--- config.mk ---
export PLATFORM = sky130hd
export DESIGN_NAME = sewt_ctrl
export DESIGN_NICKNAME = d
export VERILOG_FILES = /design/src/rtl/sewt_pkg.sv /design/src/rtl/sewt_ctrl.sv
export SDC_FILE = /design/constraint.sdc
export NUM_CORES = 1
export LEC_CHECK = 0
export BUFFER_PORTS_ARGS = -buffer_cell sky130_fd_sc_hd__buf_4
export CAP_MARGIN = 20
export CORE_AREA = 2 2 39 41
export DETAILED_ROUTE_END_ITERATION = 10
export DIE_AREA = 0 0 41 43
export HOLD_SLACK_MARGIN = 0.03
export PLACE_DENSITY_LB_ADDON = 0.2
export SLEW_MARGIN = 20
export SYNTH_ARGS = -nofsm -noshare
export SYNTH_HDL_FRONTEND = slang
export SYNTH_SLANG_ARGS = --single-unit
--- constraint.sdc ---
create_clock -name clock -period 1.4 [get_ports clock]
set_input_delay 0 -clock clock [delete_from_list [all_inputs] [get_ports clock]]
set_output_delay 0 -clock clock [all_outputs]
set_load 0.01 [all_outputs]
--- src/rtl/sewt_pkg.sv ---
// Shared constants and types for the sparse extent write translator.
package sewt_pkg;

   // Fixed geometry
   localparam int MAX_EXTENTS        = 1024;
   localparam int MAX_EXTENT_SECTORS = 64;
   localparam int HEADER_BYTES       = 512;

   localparam int EXT_W    = $clog2(MAX_EXTENTS);          // physical extent number
   localparam int CAT_W    = EXT_W + 1;                    // catalog count, holds MAX_EXTENTS
   localparam int MAP_W    = EXT_W + 1;                    // catalog entry: valid + extent
   localparam int WITHIN_W = $clog2(MAX_EXTENT_SECTORS);   // sector within extent
   localparam int SECTOR_W = 16;
   localparam int MIN_SHIFT = 3;
   localparam int MAX_SHIFT = WITHIN_W;
   localparam int IDX_W    = SECTOR_W - MIN_SHIFT;         // virtual extent index
   localparam int SHIFT_W  = 3;
   localparam int BB_W     = 3;
   localparam int MIN_BB   = 1;
   localparam int MAX_BB   = 4;
   localparam int DISK_W   = SECTOR_W + 1;
   localparam int SPAN_W   = WITHIN_W + 2;                 // sectors + bitmap blocks per extent
   localparam int PROD_W   = EXT_W + SPAN_W;
   localparam int OFF_W    = 26;
   localparam int STATUS_W = 2;
   localparam int BLOCK_SHIFT = 9;                         // 512-byte blocks

   // Status codes
   localparam logic [STATUS_W-1:0] ST_OK    = 2'd0;
   localparam logic [STATUS_W-1:0] ST_RANGE = 2'd1;
   localparam logic [STATUS_W-1:0] ST_FULL  = 2'd2;

   // Register indexes
   localparam logic [1:0] REG_CATALOG_ENTRIES = 2'd0;
   localparam logic [1:0] REG_EXTENT_SHIFT    = 2'd1;
   localparam logic [1:0] REG_BMP_BLOCKS      = 2'd2;
   localparam logic [1:0] REG_DISK_SECTORS    = 2'd3;

   localparam int PADDR_W = 4;
   localparam int PDATA_W = 32;

   typedef struct packed {
      logic [CAT_W-1:0]   catalog_entries;
      logic [SHIFT_W-1:0] extent_shift;
      logic [BB_W-1:0]    bmp_blocks;
      logic [DISK_W-1:0]  disk_sectors;
   } sewt_cfg_type;

   typedef struct packed {
      logic clear;    // catalog clearing pass, one entry
      logic start;    // take an item, issue catalog read
      logic lookup;   // catalog data back: check, allocate, issue bitmap read
      logic mark;     // bitmap data back: set bit, write back
      logic finish;   // load result register
   } sewt_cmd_type;

   typedef struct packed {
      logic clear_last;
      logic fail;
      logic out_blocked;
   } sewt_stat_type;

   typedef struct packed {
      logic [STATUS_W-1:0] status;
      logic [EXT_W-1:0]    physical_extent;
      logic                newly_allocated;
      logic                bitmap_changed;
      logic [OFF_W-1:0]    bitmap_byte_offset;
      logic [OFF_W-1:0]    block_byte_offset;
   } sewt_result_type;

endpackage

--- src/rtl/sewt_ctrl.sv ---
// Sequencing state machine for the extent write translator.
module sewt_ctrl (
   input  logic                    clock,
   input  logic                    reset,
   input  logic                    in_valid,
   output logic                    in_ready,
   input  sewt_pkg::sewt_stat_type stat,
   output sewt_pkg::sewt_cmd_type  cmd
);
   import sewt_pkg::*;

   localparam logic [2:0] S_CLEAR  = 3'd0;
   localparam logic [2:0] S_IDLE   = 3'd1;
   localparam logic [2:0] S_LOOKUP = 3'd2;
   localparam logic [2:0] S_MARK   = 3'd3;
   localparam logic [2:0] S_FINISH = 3'd4;

   logic [2:0] state_ff, state_in;

   always_comb begin
      state_in = state_ff;
      case (state_ff)
         S_CLEAR: begin
            if (stat.clear_last) state_in = S_IDLE;
         end
         S_IDLE: begin
            if (in_valid) state_in = S_LOOKUP;
         end
         S_LOOKUP: begin
            state_in = stat.fail ? S_FINISH : S_MARK;
         end
         S_MARK: begin
            state_in = S_FINISH;
         end
         S_FINISH: begin
            if (!stat.out_blocked) state_in = S_IDLE;
         end
         default: begin
            state_in = S_IDLE;
         end
      endcase
   end

   always_ff @(posedge clock) begin
      if (reset) begin
         state_ff <= S_CLEAR;
      end else begin
         state_ff <= state_in;
      end
   end

   assign in_ready   = (state_ff == S_IDLE);
   assign cmd.clear  = (state_ff == S_CLEAR);
   assign cmd.start  = (state_ff == S_IDLE) && in_valid;
   assign cmd.lookup = (state_ff == S_LOOKUP);
   assign cmd.mark   = (state_ff == S_MARK);
   assign cmd.finish = (state_ff == S_FINISH) && !stat.out_blocked;

endmodule

=== Yosys cells after proc, flatten, opt, wreduce, memory -nomap -nowiden ===
Cells that the tools add are included.
W data, S select, Z words.

* Eq/ne operators: 7
* Mux-type cells: 5
* Reduce and logical (&&, ||, !) cells: 5

{| class="wikitable"
|+ Operator list
! operator !! count
|-
| $pmux W3 S5 || 1
|-
| $mux W3 || 4
|-
| $eq A3 B2 Y1 const B || 2
|-
| $ne A2 B2 Y1 const B || 3
|-
| $eq A3 B1 Y1 const B || 1
|-
| $eq A3 B3 Y1 const B || 1
|-
| $logic_not A3 Y1 || 1
|-
| $reduce_and A3 Y1 || 1
|-
| $logic_and A1 B1 Y1 || 2
|-
| $logic_not A1 Y1 || 1
|}

* Bits in registers: 3
* Bits of input ports: 6
* Output and inout bits: 6
* Logic and storage cells: 18

=== Logic depth before layout (Yosys ltp) ===
Gate-level depths: netlist (run 1).

* Depth after elaboration: 3
* Depth in mapped cells: 4
* Gate-level depth less buffers: 3

=== Worst setup path after synthesis (run 1) ===
Ideal clock, no wire load.

* Path kind: register to output
* Start: reg state_ff[2]
* End: out cmd[3] in the netlist's numbering
* Arrival: 885 ps
* Required time: 1,400 ps
* Setup slack: 515 ps
* Stages on the path, launching flop included: 4
* Path buffers: 1
* Cell sequence: dfxtp_1 > buf_2 > nor3b_2 > and2_1

{| class="wikitable"
|+ RTL lines
! what !! line !! RTL
|-
| start: declaration || sewt_ctrl.sv:18 || <nowiki>logic [2:0] state_ff, state_in;</nowiki>
|-
| start signal: assignment || sewt_ctrl.sv:48 || <nowiki>state_ff <= state_in;</nowiki>
|-
| end: declaration || sewt_ctrl.sv:8 || <nowiki>output sewt_pkg::sewt_cmd_type cmd</nowiki>
|}

==> results of run 1 <==
-- layer usage --
layer,up-vias,track usage [%]
met4,0,4.00
met1,91,8.65
met2,11,7.81
met5,-,0
li1,116,-
met3,0,6.28
-- where the power goes --
group | internal, mW | switching, mW | total [mW]
Clock | 0.107 | 0.0416 | 0.148
Sequential | 0.0920 | 0.0103 | 0.102
Combinational | 0.0433 | 0.0301 | 0.0734
-- final timing paths --
| kind | startpoint | endpoint | slack, ns | cells past startpoint |
|---|---|---|---|---|
| worst max-delay path | state_ff[2] | cmd[2] | 0.23 | 3 |
| worst min-delay path | stat[0] | state_ff[2] | 0.07 | 3 |
| worst max register to register | state_ff[0] | state_ff[1] | 0.41 | 3 |
| worst min register to register | state_ff[2] | state_ff[1] | 0.63 | 1 |
-- logic make-up (layout without fill, tap and decap cells) --
kind of cell / count (synthesis) / count (layout)
AO/OA/AOI/OAI: 5 / 5
flip-flops: 3 / 3
buffers and inverters: 1 / 16
multiplexers: 1 / 1
AND/OR/NAND/NOR: 14 / 14
-- worst max-delay path, delay by kind of cell (launching register included) --
kind	cells	cell delay (ns)
DFF	1	0.50
buffers and inverters	1	0.13
and+or+nand+nor	2	0.31
-- stage by stage --
| step | setup WS (ns) | utilization, % | area [µm²] |
|---|---|---|---|
| after global routing | 0.116 | 23.9 | 330 |
| after global placement | 0.422 | 21.2 | 294 |
| final | 0.228 | 23.9 | 330 |
| after detailed placement | 0.423 | 21.2 | 294 |
| after CTS | 0.213 | 23.9 | 330 |
| after floorplan | 0.515 | - | 196 |
-- layout make-up --
type / instances / area, µm²
multi-input combinational: 20 / 131
fill: 149 / 1050
timing repair buffer: 12 / 92.6
tap: 16 / 20.0
sequential: 3 / 60.1
clock buffer: 4 / 26.3
-- cell usage after synthesis --
| cell | n |
|---|---|
| sky130_fd_sc_hd__nor3b_2 | 2 |
| sky130_fd_sc_hd__mux2i_1 | 1 |
| sky130_fd_sc_hd__or2_1 | 1 |
| sky130_fd_sc_hd__dfxtp_1 | 3 |
| sky130_fd_sc_hd__a32oi_1 | 1 |
| sky130_fd_sc_hd__nor2_1 | 3 |
| sky130_fd_sc_hd__o21ai_0 | 2 |
| sky130_fd_sc_hd__buf_2 | 1 |
| sky130_fd_sc_hd__nor3_1 | 1 |
| sky130_fd_sc_hd__and3b_2 | 1 |
| sky130_fd_sc_hd__nand2_1 | 3 |
| sky130_fd_sc_hd__and2_1 | 1 |
| sky130_fd_sc_hd__nor2b_1 | 1 |
| sky130_fd_sc_hd__a211oi_1 | 1 |
| sky130_fd_sc_hd__a21oi_1 | 1 |
| sky130_fd_sc_hd__and2b_2 | 1 |
==> impl_metrics.yaml, run 1 <==
routing:
  initialDrtViolationCount: 1
  via_per_inst: 3.96
  postRouteAntennaNets: 0
  dr.max_layer_used: "met3"
  drc_errors: 0
  detailroute.wirelength.met2_um: 179
  post_dr_wirelength_cell_um: 8.27
  total_routed_wirelength_um: 455
  detailedRoute.firstPassIterationCount: 2
  detailroute.wirelength.met3_um: 64
  met1_length_um: 211
  detailroute.via_count: 218
sta:
  final_cycle_share_pct: 83.7
  timing_worst_slew_pin_value_ns: 0.321
  worst_slew_margin_rel_pct: 78.6
  rsz0062_at_grt: "false"
  finalWorstPathRequiredPeriod_ns: 1.17
  fin_worst_hold_slack_ns: 0.0710
  fmaxAchievable_mhz: 854
  slew_violations: 0
  setup_viol: 0
  final_hold_viol_count: 0
  setup_total_negative_slack_ns: 0
  skew_ns: 0.000830
yosys:
  synth_area_leaders: "sky130_fd_sc_hd__dfxtp_1 31%, sky130_fd_sc_hd__nor3b_2 13%, sky130_fd_sc_hd__nand2_1 5.7%"
  yosysUniqueCellTypes: 16
  post_synthesis_sequential_element_count: 3
  mappedNetlistNets: 30
  synthCells: 24
  synthDominantCellAreaShare_pct: 30.6
  synth-simple-area-share_pct: 45.9
  synth_top_family_by_area: "simple AND/OR/NAND/NOR gates"
  synth_area_leader_cell: "sky130_fd_sc_hd__dfxtp_1"
  portion_of_the_post_synthesis_area_used_by_sequential_elements_pct: 30.6
  syn-mean-instance-area_um2: 8.18
  synth.cell_area_um2: 196
  yosys_warnings: 0
  post_synth_fa_ha_maj_area_fraction_pct: 0
  synth_compound_gate_area_share_pct: 15.9
  yosys-mux-area-fraction_pct: 5.10
  synthXorXnorAreaFrac_pct: 0
global_route:
  global_route.overflow_total: 0
  grt_first_pass_wirelength_um: 779
  grt_pass1_vias: 184
  initial_antenna_violation_count: 0
  grt_usage_pct: 7.02
  grt_start_max_net_pins: 11
power_and_ir_drop:
  design_power_total_mw: 0.324
  power_density_nw_per_um2: 981
  p_leak_nw: 0.148
  max_vdd_drop_uv: 507
clock_tree:
  cts.sink_count: 3
  post_cts.repair.setup_buffers: 0
  tritoncts.num_buffers: 3
  cts_tree: "built"
  post_cts.resized_instances: 0
  number_of_h_tree_levels: 1
  path_clk_slew_ns: 0.03
  clock_tree_root: "sky130_fd_sc_hd__clkbuf_4"
  cts.hold.buffers_added: 1
  cts.path.max_buffers: 2
  worstSkewPairLatency_ns: 0.23
worst_setup_path:
  critical_path.endpoint_type: "primary output"
  arrival_time_at_the_worst_endpoint_ns: 1.17
  timing.setup.critical_path_class: "register to primary output"
  worstPathCellList: "nor2b_1, and2b_2, buf_4"
  timing.critical_path.slowest_stage_cell: "sky130_fd_sc_hd__dfxtp_1"
  critical_path.max_fanout: 10
  crit_path_start_kind: "register"
  timing.critical_path.slowest_cell_delay_ns: 0.50
  crit_required_ns: 1.40
floorplanning:
  floorplan.initialDensity_pct: 14.2
  die_area_um2: 1760
  std_cell_rows: 14
  ioPinCount: 12
  chipHeight_um: 43
  placeableCoreArea_um2: 1380
  die_w_um: 41
cells_and_area:
  final_common_cell: "sky130_fd_sc_hd__buf_4"
  share_of_post_route_cells_with_drive_strength_above_1_pct: 46.2
  area_delta_synth_final_pct: 68.2
  final_cell_count_no_fill: 55
  fin_nets: 46
  largest_register_ffs: 3
  reg.largest.list: "state_ff x3"
  final_cell_mix: "11 x sky130_fd_sc_hd__buf_4, 3 x sky130_fd_sc_hd__nor2_1, 3 x sky130_fd_sc_hd__nand2_1, 3 x sky130_fd_sc_hd__clkbuf_4, 3 x sky130_fd_sc_hd__dfxtp_1"
  antennaDiodeCount: 0
  largest-register: "state_ff"
min_path:
  hold_path_class: "input pin to register"
place:
  io_buffers: 11
  detailedPlacementHpwl_um: 366
  place_congestion: 0.646
  placedCellCount: 50
status:
  status: "finished clean"
job:
  maxCapViolations: 0
Power figures use the tool's default switching activity.
==> run 2: changes to the inputs <==
--- a/config.mk
+++ b/config.mk
@@ -5,6 +5,7 @@
 export SDC_FILE = /design/constraint.sdc
 export NUM_CORES = 1
 export LEC_CHECK = 0
+export ABC_AREA = 1
 export BUFFER_PORTS_ARGS = -buffer_cell sky130_fd_sc_hd__buf_4
 export CAP_MARGIN = 20
 export CORE_AREA = 2 2 39 41
==> constraint.sdc (replaced) <==
create_clock -name clock -period 1.2 [get_ports clock]
set_input_delay 0 -clock clock [delete_from_list [all_inputs] [get_ports clock]]
set_output_delay 0 -clock clock [all_outputs]
set_load 0.01 [all_outputs]
==> impl_metrics.yaml, run 2 <==
yosys:
  synthDominantCellAreaShare_pct: 26.5
  synthCells: 37
  yosysUniqueCellTypes: 15
  mappedNetlistNets: 43
  post-synth-top-count-cell: "sky130_fd_sc_hd__inv_1"
  synth.cell_area_um2: 226
  yosys_warnings: 0
  synth-main-ff-cell: "sky130_fd_sc_hd__dfxtp_1"
  synth-async-reset-ratio_pct: 0
  portion_of_the_post_synthesis_area_used_by_sequential_elements_pct: 26.5
  ys_top_cells_by_count: "8 x sky130_fd_sc_hd__inv_1, 7 x sky130_fd_sc_hd__nor2_1, 3 x sky130_fd_sc_hd__dfxtp_1, 3 x sky130_fd_sc_hd__nand2_1, 3 x sky130_fd_sc_hd__nand3_1"
  synth_area_leaders: "sky130_fd_sc_hd__dfxtp_1 27%, sky130_fd_sc_hd__inv_1 13%, sky130_fd_sc_hd__nor2_1 12%"
  post_synthesis_sequential_element_count: 3
  synth_area_leader_cell: "sky130_fd_sc_hd__dfxtp_1"
  count_of_flip_flops_with_a_built_in_enable_after_synthesis: 0
  syn-mean-instance-area_um2: 6.12
clock_tree:
  tritoncts.num_buffers: 3
  clock_tree_root: "sky130_fd_sc_hd__clkbuf_4"
  cts.sink_count: 3
  post_cts.repair.setup_buffers: 0
  path_clk_slew_ns: 0.03
  number_of_h_tree_levels: 1
  worstSkewPairLatency_ns: 0.23
  cts.path.max_buffers: 2
  cts_tree: "built"
routing:
  postRouteAntennaNets: 0
  post_dr_wirelength_cell_um: 7.38
  detailroute.via_count: 264
  initialDrtViolationCount: 5
  via_per_inst: 3.83
  total_routed_wirelength_um: 509
  detailedRoute.firstPassIterationCount: 3
  drc_errors: 0
floorplanning:
  floorplan.initialDensity_pct: 16.4
  die_area_um2: 1760
  chipHeight_um: 43
  std_cell_rows: 14
  ioPinCount: 12
  die_w_um: 41
  placeableCoreArea_um2: 1380
sta:
  setup_total_negative_slack_ns: 0
  fin_ws_ns: 0.144
  rsz0062_at_grt: "false"
  fmaxAchievable_mhz: 947
  skew_ns: 0.00132
  fin_worst_hold_slack_ns: 0.0694
  final_cycle_share_pct: 88.0
  setup_viol: 0
  final_hold_viol_count: 0
  slew_violations: 0
  timing_worst_slew_pin_value_ns: 0.214
  worst_slew_margin_rel_pct: 85.6
  finalWorstPathRequiredPeriod_ns: 1.06
power_and_ir_drop:
  power_density_nw_per_um2: 2130
  p_leak_nw: 0.195
  max_vdd_drop_uv: 551
worst_setup_path:
  crit_required_ns: 1.20
  critical_path.endpoint_type: "primary output"
  critical_path.max_fanout: 5
  timing.setup.critical_path_class: "register to primary output"
  arrival_time_at_the_worst_endpoint_ns: 1.06
  crit_path_start_kind: "register"
min_path:
  hold_path_class: "input pin to register"
cells_and_area:
  antennaDiodeCount: 0
  largest_register_ffs: 3
  num-fill-cells: 153
  area_delta_synth_final_pct: 62.4
  share_of_post_route_cells_with_drive_strength_above_1_pct: 43.4
  fin_nets: 60
  final_common_cell: "sky130_fd_sc_hd__buf_4"
  reg.largest.list: "state_ff x3"
  largest-register: "state_ff"
  final_cell_mix: "11 x sky130_fd_sc_hd__buf_4, 8 x sky130_fd_sc_hd__inv_1, 7 x sky130_fd_sc_hd__nor2_1"
place:
  place_congestion: 0.674
  post-place-ws_ns: 0.189
  io_buffers: 11
  detailedPlacementHpwl_um: 429
global_route:
  grt_first_pass_wirelength_um: 834
  grt_usage_pct: 7.92
  global_route.overflow_total: 0
  grt_pass1_vias: 229
  initial_antenna_violation_count: 0
  grt_start_max_net_pins: 6
job:
  maxCapViolations: 0
status:
  status: "finished clean"
-- run 2: changes by cell type in the layout (fill, tap and decap cells not counted), sizes merged, moves of 2 or more --
| cell | change |
|---|---|
| inv | +10 |
| nand3 | +5 |
| nor2 | +6 |
| nor3b | -2 |
-- run 2: worst max-delay path, cell delays in order, from the launching register on --
cell	delay (ns)
sky130_fd_sc_hd__dfxtp_2	0.36
sky130_fd_sc_hd__inv_2	0.06
sky130_fd_sc_hd__nor2_4	0.10
sky130_fd_sc_hd__nand2_1	0.09
sky130_fd_sc_hd__nor2_1	0.09
sky130_fd_sc_hd__buf_4	0.12
-- run 2: path summary, 6_finish.rpt --
check                   start           to  slack [ns]  cells after the start
setup / recovery  state_ff[0]       cmd[3]        0.14                      5
hold / removal        stat[1]  state_ff[2]        0.07                      3
setup reg to reg  state_ff[1]  state_ff[1]        0.21                      5
hold reg to reg   state_ff[2]  state_ff[2]        0.63                      2
-- run 2: per-layer routing --
metal / part of all wire, % / wire, µm / global-route usage [%] / vias up
met2: 49 / 248 / 10.0 / 7
met4: 0 / 0 / 8.00 / 0
li1: - / - / - / 148
met1: 42 / 215 / 7.37 / 109
met3: 8.6 / 44 / 6.28 / 0
met5: 0 / 0 / 0 / -
-- run 2: cells by family (layout without fill, tap and decap cells) --
| logic type | count (synthesis) | count (layout) | share of synthesized area, % |
|---|---|---|---|
| and+or+nand+nor | 21 | 21 | 50.3 |
| buffers and inverters | 10 | 26 | 16.6 |
| AOI/OAI and AO/OA | 3 | 3 | 6.63 |
| DFF | 3 | 3 | 26.5 |
-- run 2: area by class of cell --
type	count	area [µm²]	area share (%)
clock buffers	4	26.3	7.14
inverters	10	37.5	10.2
multi-input cells	24	129	35.0
flip-flops and latches	3	62.6	17.0
well taps	16	20.0	5.44
repair buffers	12	92.6	25.2
-- run 2: through the flow --
| stage | utilization [%] | power, mW | instance area (µm²) | std cells |
|---|---|---|---|---|
| after floorplan | - | 0.453 | 226 | 37 |
| after global placement | 23.8 | 0.615 | 329 | 64 |
| after detailed placement | 23.8 | 0.607 | 329 | 64 |
| after CTS | 26.4 | 0.795 | 365 | 69 |
| after global routing | 26.6 | 0.883 | 368 | 69 |
| final | 26.6 | 0.782 | 368 | 69 |
-- run 2: power by group --
group	internal [mW]	leakage, nW	total [mW]	switching [mW]
clock	0.124	0.0150	0.173	0.0488
combinational	0.192	0.154	0.419	0.227
sequential	0.140	0.0254	0.190	0.0499
-- run 2: repair_timing --
item,4_1_cts,5_1_grt
hold buffers,1,0
resized for setup,0,2
endpoints found under the hold margin,1,0
endpoints found under the setup margin,0,2
==> run 3: changes to the inputs <==
--- a/config.mk
+++ b/config.mk
@@ -5,7 +5,7 @@
 export SDC_FILE = /design/constraint.sdc
 export NUM_CORES = 1
 export LEC_CHECK = 0
-export ABC_AREA = 1
+export ABC_AREA = 0
 export BUFFER_PORTS_ARGS = -buffer_cell sky130_fd_sc_hd__buf_4
 export CAP_MARGIN = 20
 export CORE_AREA = 2 2 39 41
==> impl_metrics.yaml, run 3 (synthesis results as in run 1) <==
worst_setup_path:
  timing.critical_path.max_delay_family: "simple AND/OR/NAND/NOR gates"
  timing.critical_path.slowest_stage_cell: "sky130_fd_sc_hd__dfxtp_2"
  arrival_time_at_the_worst_endpoint_ns: 1.05
  critical_path.max_fanout: 7
  critPathBufInv: 1
  crit_path_start_kind: "register"
  critical_path.endpoint_type: "primary output"
  crit_required_ns: 1.20
  timing.critical_path.slowest_cell_delay_ns: 0.34
  worstPathCellList: "nor2b_2, and2b_2, buf_4"
  timing.setup.critical_path_class: "register to primary output"
cells_and_area:
  share_of_post_route_cells_with_drive_strength_above_1_pct: 56.4
  post-route-cell-area_um2: 337
  final-seq-area_um2: 63.8
  antennaDiodeCount: 0
  largest_register_ffs: 3
  final_common_cell: "sky130_fd_sc_hd__buf_4"
  largest-register: "state_ff"
  final_core_util_pct: 24.3
  final_cell_mix: "11 x sky130_fd_sc_hd__buf_4, 3 x sky130_fd_sc_hd__nor2_1, 3 x sky130_fd_sc_hd__nand2_1, 3 x sky130_fd_sc_hd__clkbuf_4, 3 x sky130_fd_sc_hd__dfxtp_2"
  reg.largest.list: "state_ff x3"
  area_delta_synth_final_pct: 71.3
  num-fill-cells: 164
  multi_input_area_um2: 134
  fin_nets: 46
  final_cell_count_no_fill: 55
power_and_ir_drop:
  max_vdd_drop_uv: 479
  power_density_nw_per_um2: 1130
  design_power_total_mw: 0.381
  p_leak_nw: 0.149
place:
  post-place-ws_ns: 0.201
  place_congestion: 0.622
  dpl_cell_area_um2: 294
  io_buffers: 11
  placedCellCount: 50
routing:
  via_per_inst: 3.93
  initialDrtViolationCount: 3
  postRouteAntennaNets: 0
  detailedRoute.firstPassIterationCount: 2
  total_routed_wirelength_um: 465
  post_dr_wirelength_cell_um: 8.45
  drc_errors: 0
  detailroute.via_count: 216
sta:
  worst_slew_margin_rel_pct: 86.5
  skew_ns: 0.00257
  fmaxAchievable_mhz: 949
  timing_worst_slew_pin_value_ns: 0.201
  finalWorstPathRequiredPeriod_ns: 1.05
  rsz0062_at_grt: "false"
  setup_total_negative_slack_ns: 0
  final_cycle_share_pct: 87.8
  fin_worst_hold_slack_ns: 0.0811
  setup_viol: 0
  final_hold_viol_count: 0
  fin_ws_ns: 0.146
  slew_violations: 0
clock_tree:
  worstSkewPairLatency_ns: 0.23
  cts.path.max_buffers: 2
  number_of_h_tree_levels: 1
  tritoncts.num_buffers: 3
  path_clk_slew_ns: 0.03
  cts_tree: "built"
  clock_tree_root: "sky130_fd_sc_hd__clkbuf_4"
  cts.sink_count: 3
floorplanning:
  floorplan.initialDensity_pct: 14.2
  chipHeight_um: 43
  die_w_um: 41
  ioPinCount: 12
  die_area_um2: 1760
  placeableCoreArea_um2: 1380
  std_cell_rows: 14
global_route:
  grt_first_pass_wirelength_um: 800
  global_route.peak_usage_layer: "met2"
  grt_pass1_vias: 202
  grt_start_max_net_pins: 11
  use_met1_pct: 8.33
  initial_antenna_violation_count: 0
  global_route.overflow_total: 0
  grt_util_met2_pct: 8.75
  grt_usage_pct: 7.22
  met3_routing_resource_usage_after_global_routing_pct: 6.28
min_path:
  hold_path_class: "input pin to register"
status:
  status: "finished clean"
job:
  maxCapViolations: 0
## run 3: changes by cell type in the layout (fill, tap and decap cells not counted), sizes merged, moves of 2 or more
cell,delta
nor2,-6
nand3,-5
inv,-10
nor3b,+2
## run 3: layer usage
metal  share of wire [%]  vias up
met5                   0        -
met4                   0        0
met3                  14        0
met2                  39       11
met1                  47       91
li1                    -      114
## run 3: cell type report
cell class              instances  area share, %
clock buffers                   4           7.81
well taps                      16           5.95
repair buffers                 12           27.5
multi-input cells              20           39.8
flip-flops and latches          3           19.0
## run 3: report_power, final
group / total, mW / leakage (nW) / internal, mW / switching, mW
Clock: 0.173 / 0.0150 / 0.124 / 0.0490
Sequential: 0.121 / 0.0258 / 0.109 / 0.0125
Combinational: 0.0858 / 0.109 / 0.0511 / 0.0346
Total: 0.381 / 0.149 / 0.284 / 0.0961
## run 3: worst paths after layout
check              start           to  slack (ns)  depth (start not counted)
min              stat[0]  state_ff[2]        0.08                          3
max reg2reg  state_ff[0]  state_ff[2]        0.26                          3
max          state_ff[1]       cmd[2]        0.15                          3
min reg2reg  state_ff[2]  state_ff[1]        0.53                          1
## run 3: worst register-to-register path, cell delays in order (launching register included)
cell and delay (ns):
sky130_fd_sc_hd__dfxtp_2 0.34, sky130_fd_sc_hd__or2_1 0.25, sky130_fd_sc_hd__a32oi_1 0.18, sky130_fd_sc_hd__nor2_1 0.06
## run 3: repair_timing
item	4_1_cts	5_1_grt
hold buffers	1	0
hold endpoints to repair	3	0
endpoints found under the setup margin	0	2
setup buffers	0	0
gates resized for setup	0	4
